## src/design/dcc_pkg.sv

```systemverilog
// Types, codes and helpers shared by the DMA channel controller.
package dcc_pkg;

  localparam int CHANNELS_DEF = 4;
  // Channels reachable through the 2-bit channel field.
  localparam int MAX_CH       = 4;
  // Register file address: {channel, reg_select}.
  localparam int RF_AW        = 4;

  localparam logic [1:0] FN_WRITE = 2'd0;
  localparam logic [1:0] FN_READ  = 2'd1;
  localparam logic [1:0] FN_TICK  = 2'd2;

  localparam logic [1:0] SEL_SRC  = 2'd0;
  localparam logic [1:0] SEL_DST  = 2'd1;
  localparam logic [1:0] SEL_CNT  = 2'd2;
  localparam logic [1:0] SEL_CTRL = 2'd3;

  localparam logic [1:0] KIND_READ = 2'd0;
  localparam logic [1:0] KIND_XFER = 2'd1;
  localparam logic [1:0] KIND_ERR  = 2'd2;

  localparam logic [1:0] MODE_FIXED = 2'd0;
  localparam logic [1:0] MODE_INC   = 2'd1;
  localparam logic [1:0] MODE_DEC   = 2'd2;
  localparam logic [1:0] MODE_BAD   = 2'd3;

  localparam logic [15:0] PAT_MASK = 16'h0ff0;
  localparam logic [15:0] PAT_WANT = 16'h0c10;
  localparam logic [15:0] CTRL_DONE = 16'h0002;

  typedef struct packed {
    logic [1:0]  func;
    logic [1:0]  channel;
    logic [1:0]  reg_select;
    logic [31:0] write_data;
  } in_req_t;

  typedef struct packed {
    logic [1:0]  kind;
    logic [31:0] read_data;
    logic [1:0]  xfer_channel;
    logic [31:0] src_addr;
    logic [31:0] dst_addr;
    logic        word_size;
    logic        last;
  } out_res_t;

  typedef struct packed {
    logic             we;
    logic [RF_AW-1:0] waddr;
    logic [31:0]      wdata;
    logic [RF_AW-1:0] raddr;
  } rf_cmd_t;

  typedef struct packed {
    logic [31:0]       rdata;
    logic [MAX_CH-1:0] elig;
  } rf_stat_t;

  // Address step for one unit under the given mode.
  function automatic logic [31:0] mode_step(input logic [1:0] mode, input logic word);
    logic [31:0] size;
    logic [31:0] step;
    size = word ? 32'd2 : 32'd1;
    case (mode)
      MODE_INC: step = size;
      MODE_DEC: step = 32'd0 - size;
      default:  step = 32'd0;
    endcase
    return step;
  endfunction

endpackage

```

## src/design/dcc_ram.sv

```systemverilog
// Generic single-write, single-read RAM with registered read data.
module dcc_ram #(
  parameter int WIDTH = 32,
  parameter int DEPTH = 16,
  parameter int AW    = $clog2(DEPTH)
) (
  input  logic             clk,
  input  logic             we,
  input  logic [AW-1:0]    waddr,
  input  logic [WIDTH-1:0] wdata,
  input  logic [AW-1:0]    raddr,
  output logic [WIDTH-1:0] rdata
);

  logic [WIDTH-1:0] mem [DEPTH];
  logic [WIDTH-1:0] rdata_r;

  always_ff @(posedge clk) begin
    if (we) begin
      mem[waddr] <= wdata;
    end
    rdata_r <= mem[raddr];
  end

  assign rdata = rdata_r;

endmodule

```

## src/design/dcc_regfile.sv

```systemverilog
// Channel register file: RAM with per-entry valid bits and enable/done mirrors.
module dcc_regfile
  import dcc_pkg::*;
#(
  parameter int CHANNELS = CHANNELS_DEF
) (
  input  logic     clk,
  input  logic     rst_n,
  input  rf_cmd_t  cmd,
  output rf_stat_t stat
);

  localparam int NCH   = (CHANNELS < MAX_CH) ? CHANNELS : MAX_CH;
  localparam int DEPTH = NCH * 4;
  localparam int AW    = $clog2(DEPTH);

  logic [DEPTH-1:0] valid_r;
  logic             rd_valid_r;
  logic [NCH-1:0]   en_r;
  logic [NCH-1:0]   done_r;
  logic [31:0]      ram_q;

  dcc_ram #(
    .WIDTH (32),
    .DEPTH (DEPTH),
    .AW    (AW)
  ) u_ram (
    .clk   (clk),
    .we    (cmd.we),
    .waddr (cmd.waddr[AW-1:0]),
    .wdata (cmd.wdata),
    .raddr (cmd.raddr[AW-1:0]),
    .rdata (ram_q)
  );

  always_ff @(posedge clk) begin
    if (!rst_n) begin
      valid_r    <= '0;
      rd_valid_r <= 1'b0;
      en_r       <= '0;
      done_r     <= '0;
    end else begin
      rd_valid_r <= valid_r[cmd.raddr[AW-1:0]];
      if (cmd.we) begin
        valid_r[cmd.waddr[AW-1:0]] <= 1'b1;
      end
      // Mirror enable and done so the tick can pick a channel without a read.
      for (int i = 0; i < NCH; i++) begin
        if (cmd.we && cmd.waddr[1:0] == SEL_CTRL && cmd.waddr[3:2] == 2'(i)) begin
          en_r[i]   <= cmd.wdata[0];
          done_r[i] <= cmd.wdata[1];
        end
      end
    end
  end

  always_comb begin
    stat.rdata = rd_valid_r ? ram_q : 32'd0;
    stat.elig  = '0;
    for (int i = 0; i < NCH; i++) begin
      stat.elig[i] = en_r[i] & ~done_r[i];
    end
  end

endmodule

```

## src/design/dcc_engine.sv

```systemverilog
// Request sequencer: bus accesses, channel pick, transfer stepping and results.
module dcc_engine
  import dcc_pkg::*;
#(
  parameter int CHANNELS = CHANNELS_DEF
) (
  input  logic     clk,
  input  logic     rst_n,
  input  logic     start,
  output logic     busy,
  input  in_req_t  in_data,
  input  logic     master_en,
  output rf_cmd_t  cmd,
  input  rf_stat_t stat,
  output logic     out_valid,
  output out_res_t out_data
);

  typedef enum logic [2:0] {
    ST_IDLE,
    ST_READ,
    ST_CTRL,
    ST_SRC,
    ST_DST,
    ST_CNT,
    ST_XFER
  } state_t;

  state_t      state_r, state_nxt;
  in_req_t     req_r, req_nxt;
  logic [1:0]  pick_r, pick_nxt;
  logic [15:0] ctrl_r, ctrl_nxt;
  logic        run_r, run_nxt;
  logic [1:0]  active_r, active_nxt;
  logic [31:0] cur_src_r, cur_src_nxt;
  logic [31:0] cur_dst_r, cur_dst_nxt;
  logic [15:0] cur_rem_r, cur_rem_nxt;
  logic        out_valid_r, out_valid_nxt;
  out_res_t    out_r, out_nxt;

  logic        accept;
  logic        ch_ok;
  logic        found;
  logic [1:0]  pick_sel;
  logic [15:0] rd_ctrl;
  logic        ctrl_ok;
  logic        last;

  assign busy   = (state_r != ST_IDLE);
  assign accept = start && !busy;
  assign ch_ok  = (int'(in_data.channel) < CHANNELS);
  assign rd_ctrl = stat.rdata[15:0];
  assign ctrl_ok = ((rd_ctrl & PAT_MASK) == PAT_WANT) &&
                   (rd_ctrl[13:12] != MODE_BAD) && (rd_ctrl[15:14] != MODE_BAD);
  assign last = (cur_rem_r == 16'd1);

  // Lowest eligible channel wins.
  always_comb begin
    found    = 1'b0;
    pick_sel = 2'd0;
    for (int i = MAX_CH - 1; i >= 0; i--) begin
      if (stat.elig[i]) begin
        found    = 1'b1;
        pick_sel = 2'(i);
      end
    end
  end

  always_comb begin
    state_nxt     = state_r;
    req_nxt       = req_r;
    pick_nxt      = pick_r;
    ctrl_nxt      = ctrl_r;
    run_nxt       = run_r;
    active_nxt    = active_r;
    cur_src_nxt   = cur_src_r;
    cur_dst_nxt   = cur_dst_r;
    cur_rem_nxt   = cur_rem_r;
    out_valid_nxt = 1'b0;
    out_nxt       = out_r;
    cmd           = '0;

    unique case (state_r)
      ST_IDLE: begin
        cmd.raddr = {in_data.channel, in_data.reg_select};
        if (accept) begin
          req_nxt = in_data;
          if (in_data.func == FN_WRITE && ch_ok) begin
            cmd.we    = 1'b1;
            cmd.waddr = {in_data.channel, in_data.reg_select};
            cmd.wdata = (in_data.reg_select == SEL_CNT || in_data.reg_select == SEL_CTRL)
                        ? {16'd0, in_data.write_data[15:0]} : in_data.write_data;
            // Restart from the programmed values on the next tick.
            if (run_r && active_r == in_data.channel) begin
              run_nxt = 1'b0;
            end
          end else if (in_data.func == FN_READ) begin
            state_nxt = ST_READ;
          end else if (in_data.func == FN_TICK && master_en && found) begin
            cmd.raddr = {pick_sel, SEL_CTRL};
            pick_nxt  = pick_sel;
            state_nxt = ST_CTRL;
          end
        end
      end
      ST_READ: begin
        out_valid_nxt     = 1'b1;
        out_nxt           = '0;
        out_nxt.kind      = KIND_READ;
        out_nxt.read_data = (int'(req_r.channel) < CHANNELS) ? stat.rdata : 32'd0;
        state_nxt         = ST_IDLE;
      end
      ST_CTRL: begin
        ctrl_nxt = rd_ctrl;
        if (!ctrl_ok) begin
          cmd.we    = 1'b1;
          cmd.waddr = {pick_r, SEL_CTRL};
          cmd.wdata = {16'd0, rd_ctrl | CTRL_DONE};
          if (run_r && active_r == pick_r) begin
            run_nxt = 1'b0;
          end
          out_valid_nxt        = 1'b1;
          out_nxt              = '0;
          out_nxt.kind         = KIND_ERR;
          out_nxt.xfer_channel = pick_r;
          state_nxt            = ST_IDLE;
        end else if (run_r && active_r == pick_r) begin
          state_nxt = ST_XFER;
        end else begin
          cmd.raddr = {pick_r, SEL_SRC};
          state_nxt = ST_SRC;
        end
      end
      ST_SRC: begin
        cur_src_nxt = stat.rdata;
        cmd.raddr   = {pick_r, SEL_DST};
        state_nxt   = ST_DST;
      end
      ST_DST: begin
        cur_dst_nxt = stat.rdata;
        cmd.raddr   = {pick_r, SEL_CNT};
        state_nxt   = ST_CNT;
      end
      ST_CNT: begin
        cur_rem_nxt = stat.rdata[15:0];
        run_nxt     = 1'b1;
        active_nxt  = pick_r;
        state_nxt   = ST_XFER;
      end
      ST_XFER: begin
        out_valid_nxt        = 1'b1;
        out_nxt              = '0;
        out_nxt.kind         = KIND_XFER;
        out_nxt.xfer_channel = pick_r;
        out_nxt.src_addr     = cur_src_r;
        out_nxt.dst_addr     = cur_dst_r;
        out_nxt.word_size    = ctrl_r[3];
        out_nxt.last         = last;
        cur_src_nxt = cur_src_r + mode_step(ctrl_r[13:12], ctrl_r[3]);
        cur_dst_nxt = cur_dst_r + mode_step(ctrl_r[15:14], ctrl_r[3]);
        if (last) begin
          cur_rem_nxt = 16'd0;
          run_nxt     = 1'b0;
          cmd.we      = 1'b1;
          cmd.waddr   = {pick_r, SEL_CTRL};
          cmd.wdata   = {16'd0, ctrl_r | CTRL_DONE};
        end else begin
          cur_rem_nxt = cur_rem_r - 16'd1;
        end
        state_nxt = ST_IDLE;
      end
      default: state_nxt = ST_IDLE;
    endcase
  end

  always_ff @(posedge clk) begin
    if (!rst_n) begin
      state_r     <= ST_IDLE;
      run_r       <= 1'b0;
      active_r    <= 2'd0;
      out_valid_r <= 1'b0;
    end else begin
      state_r     <= state_nxt;
      run_r       <= run_nxt;
      active_r    <= active_nxt;
      out_valid_r <= out_valid_nxt;
    end
    req_r     <= req_nxt;
    pick_r    <= pick_nxt;
    ctrl_r    <= ctrl_nxt;
    cur_src_r <= cur_src_nxt;
    cur_dst_r <= cur_dst_nxt;
    cur_rem_r <= cur_rem_nxt;
    out_r     <= out_nxt;
  end

  assign out_valid = out_valid_r;
  assign out_data  = out_r;

endmodule

```

## src/design/dma_channel_controller_top.sv

```systemverilog
// A write gives no result and a read strobes its result from ST_READ. A tick strobes an error
// from ST_CTRL on a bad control word, else a transfer from ST_XFER; a channel not running
// first reloads via ST_SRC, ST_DST, ST_CNT (one register file read per cycle).
// The next request is taken the cycle after a result is registered; results cannot stall.
// Synchronous active-low reset clears control state and all register file valid bits,
// so every channel register reads as zero until written.
module dma_channel_controller_top
  import dcc_pkg::*;
#(
  parameter int CHANNELS = CHANNELS_DEF
) (
  input  logic     clk,
  input  logic     rst_n,
  input  logic     start,
  output logic     busy,
  input  in_req_t  in_data,
  output logic     out_valid,
  output out_res_t out_data,
  input  logic     cfg_valid,
  output logic     cfg_ready,
  input  logic     cfg_data
);

  logic     master_en_r;
  rf_cmd_t  rf_cmd;
  rf_stat_t rf_stat;

  assign cfg_ready = ~busy;

  always_ff @(posedge clk) begin
    if (!rst_n) begin
      master_en_r <= 1'b0;
    end else if (cfg_valid && cfg_ready) begin
      master_en_r <= cfg_data;
    end
  end

  dcc_regfile #(
    .CHANNELS (CHANNELS)
  ) u_regfile (
    .clk   (clk),
    .rst_n (rst_n),
    .cmd   (rf_cmd),
    .stat  (rf_stat)
  );

  dcc_engine #(
    .CHANNELS (CHANNELS)
  ) u_engine (
    .clk       (clk),
    .rst_n     (rst_n),
    .start     (start),
    .busy      (busy),
    .in_data   (in_data),
    .master_en (master_en_r),
    .cmd       (rf_cmd),
    .stat      (rf_stat),
    .out_valid (out_valid),
    .out_data  (out_data)
  );

endmodule

```

## config.mk

```make
export PLATFORM = sky130hd
export DESIGN_NAME = dma_channel_controller_top
export DESIGN_NICKNAME = d
export VERILOG_FILES = /design/src/design/dcc_pkg.sv /design/src/design/dcc_ram.sv /design/src/design/dcc_regfile.sv /design/src/design/dcc_engine.sv /design/src/design/dma_channel_controller_top.sv
export SDC_FILE = /design/constraint.sdc
export NUM_CORES = 1
export LEC_CHECK = 0
export BUFFER_PORTS_ARGS = -buffer_cell sky130_fd_sc_hd__buf_2
export CORE_ASPECT_RATIO = 0.7
export CORE_MARGIN = 3
export CORE_UTILIZATION = 57
export CTS_CLUSTER_DIAMETER = 30
export CTS_CLUSTER_SIZE = 16
export DETAILED_ROUTE_END_ITERATION = 8
export PLACE_DENSITY_LB_ADDON = 0.1
export SYNTH_ARGS = -nofsm -noshare
export SYNTH_HDL_FRONTEND = slang
export SYNTH_SLANG_ARGS = --single-unit
```

## constraint.sdc

```tcl
create_clock -name clk -period 15.72 [get_ports clk]
set_input_delay 3.144 -clock clk [delete_from_list [all_inputs] [get_ports clk]]
set_output_delay 3.144 -clock clk [all_outputs]
set_load 0.005 [all_outputs]
```

==> results.toml <==
[status]
status = "finished clean"

[clock_network]
post-cts-setup-buffers = 0
cts_buffer_depth = 3
clk_latency_ns = 0.67
cts.sinks = 776
ctsResizeCount = 0
clk_pin_slew_ns = 0.06
cts_buffers = 117
cts_hold_buf = 0
cts_root_buffer = "clkbuf_16"
tritoncts = "built"
htree_levels = 3

[sta]
grt_setup_unrepaired = "no"
setup_tns_ns = 0
maxSlewViolCount = 0
final.period_utilization_pct = 40.42
worst_slew_pin_slew_ns = 1.145
max_slew_margin_pct = 23.67
setup_slack_ns = 9.365
min_period_ns = 6.355
skew_ns = 0.02848
fmax_mhz = 157.4
hold_violations = 0
setup_viol = 0

[power_and_ir_drop]
power_leakage_nw = 14.00
power.density_nw_per_um2 = 132.6
finalPower_mw = 5.102
max-vdd-ir-drop_v = 0.0001182

[critical_path]
cp_max_fo = 71
crit_required_ns = 16.26
rr_startpoint = "u_regfile.u_ram.rdata[11]$_DFF_P_"
worstSetupEndpointType = "flip-flop"
crit_start = "in_data[36]"
rrSetupSlack_ns = 10.90
crit_arrival_ns = 6.89
worstSetupPathType = "input port to flip-flop"
reg2reg_depth = 8
r2r_end = "u_regfile.u_ram.mem[0][12]$_DFFE_PP_"
critPathLaunchType = "input port"

[cells_and_area]
drive_gt1_share_pct = 23.80
final_cell_mix = "edfxtp_1 (711), buf_2 (147), mux4_2 (130)"
layout_commonest_cell = "edfxtp_1"
finalNetCount = 2385
num-fill-cells = 3726
areaGrowthSynthToFinish_pct = 17.70
post-route-util_pct = 68.77
stdcell_area_sq_um = 38470

[placement]
portBuffers = 147
dp_hpwl_mm = 51.38
place_congestion = 0.9239
placed_area_sq_um = 34440
pre_cts_ws_ns = 8.761

[logic_synthesis]
synthArstFlopShare_pct = 0
avgSynthCellArea_sq_um = 15.87
synth_edf_count = 711
synth-seq-cells = 776
synth_ff_type = "edfxtp_1"
synth_cell_type_count = 73
synthTopCellsByArea = "edfxtp_1 (65%), mux4_2 (9.0%), dfxtp_1 (4.0%), ha_1 (2.7%), o21ai_0 (1.8%)"
synth_nets = 2175
yosys.area.top_type = "edfxtp_1"
synthCells = 2060
synth_top_area_share_pct = 65.32
synth_warnings = 0
synth_area_sq_um = 32690
ys_seq_area_share_pct = 69.30

[floorplanning]
ios = 148
die_h_um = 206.4
dieArea_sq_um = 60300
die_x_um = 292.2
core_sq_um = 55940
rows = 72
initial_utilization_pct = 58.43

[grt]
grt_overflow = 0
grt_pass1_wl_mm = 125.5
grt_max_degree = 79
grt_usage_pct = 28.44
grt_pass1_vias = 19661
antenna_found_initial = 5

[route]
wl_per_cell_um = 27.22
vias_per_cell = 6.415
drtPass1Iterations = 5
drt_iter0_drc = 2353
drc = 0
via_count = 19990
ant_nets = 0
wl_mm = 84.82

[run]
cap_violations = 0

[worst_hold_path]
holdPathStages = 1
hold_path_end = "u_regfile.valid_r[9]$_SDFFE_PN0P_"
min_path_type = "flip-flop to flip-flop"
hp-start = "u_regfile.valid_r[9]$_SDFFE_PN0P_"
==> critical path, stage by stage <==
cell,delay (ns)
buf_2,0.13
nand4b_1,0.20
a41oi_1,0.41
o21ai_0,0.24
a21oi_4,0.17
buf_4,0.81
buf_4,0.93
mux4_2,0.42
a22oi_1,0.25
nand2_1,0.09
==> report_power, final <==
part	internal, mW	total (mW)	switching, mW	leakage [nW]
Sequential	2.27	2.29	0.0235	7.15
Clock	1.58	2.59	1.01	1.93
Combinational	0.0818	0.218	0.136	4.92
==> stage by stage <==
stage	hold WS [ns]	cells
after floorplan	0.4349	2060
after global placement	0.4427	2891
after detailed placement	0.4533	2891
after CTS	0.4674	3114
after global routing	0.4814	3115
final	0.4668	3116
==> per-layer routing <==
metal / global-route usage [%] / share of wire [%] / up-vias
met1: 42.93 / 44 / 10220
met4: 7.482 / 2.1 / 0
li1: - / - / 8632
met2: 40.60 / 43 / 1012
met3: 8.658 / 11 / 126
met5: 0 / 0 / -
==> final cells by class <==
class                      count  area (sq um)  area share [%]
antenna                        2         5.005         0.01301
clock buffer                 138          3153           8.195
clock inverter                85         877.1           2.280
multi-input combinational   1135          9625           25.02
inverter                      53         198.9          0.5171
sequential                   776         22650           58.88
timing repair buffer         187          1036           2.693
tap                          740         925.9           2.407
==> worst max-delay path by stage <==
stage	to	slack [ns]
after floorplan	u_engine.out_data[0]$_DFFE_PP_	7.06
after global placement	u_regfile.u_ram.rdata[11]$_DFF_P_	8.96
after detailed placement	u_regfile.u_ram.rdata[1]$_DFF_P_	8.76
after CTS	u_regfile.u_ram.rdata[13]$_DFF_P_	9.43
after global routing	u_regfile.u_ram.rdata[13]$_DFF_P_	9.20
final	u_regfile.u_ram.rdata[13]$_DFF_P_	9.37
==> cell families after synthesis <==
| family | count (synthesis) | synth area share, % |
|---|---|---|
| XOR/XNOR | 61 | 1.634 |
| buffers and inverters | 149 | 1.745 |
| flip-flops | 776 | 69.30 |
| AO/OA/AOI/OAI | 406 | 8.188 |
| multiplexers | 135 | 9.110 |
| adder cells (fa/ha/maj) | 72 | 2.802 |
| AND/OR/NAND/NOR | 461 | 7.223 |
==> Yosys cell counts (all sizes together), types with 4 or more instances <==
library cell and instances:
nand3 36, nand2 126, buf 20, nor2 89, nand3b 4, and3 89, or2 7, o21ai 118
edfxtp 711, o21bai 7, o21a 26, a22oi 68, o211ai 12, ha 70, a21boi 8, a221o 14
or3 11, a21oi 67, xnor2 37, nor4 4, inv 53, nor3 21, clkbuf 76, and2 19
or4 4, a21o 23, nor2b 14, a31oi 11, mux2i 5, nand4 5, nand2b 23, o31ai 10
dfxtp 65, xor2 24, mux4 130, a211oi 8
==> sequential cells by signal (all words and copies together) (netlist names) <==
signal                 count
u_engine.out_valid         1
u_regfile.en_r             4
u_engine.pick_r            2
u_engine.cur_src_r        32
master_en_r                1
u_engine.state_r           3
u_engine.cur_dst_r        32
u_regfile.done_r           4
u_engine.active_r          2
u_regfile.valid_r         16
u_engine.ctrl_r           15
u_engine.run_r             1
u_regfile.u_ram.rdata     32
u_regfile.u_ram.mem      512
u_regfile.rd_valid_r       1
u_engine.out_data        102
u_engine.cur_rem_r        16
Power figures use the tool's default switching activity.
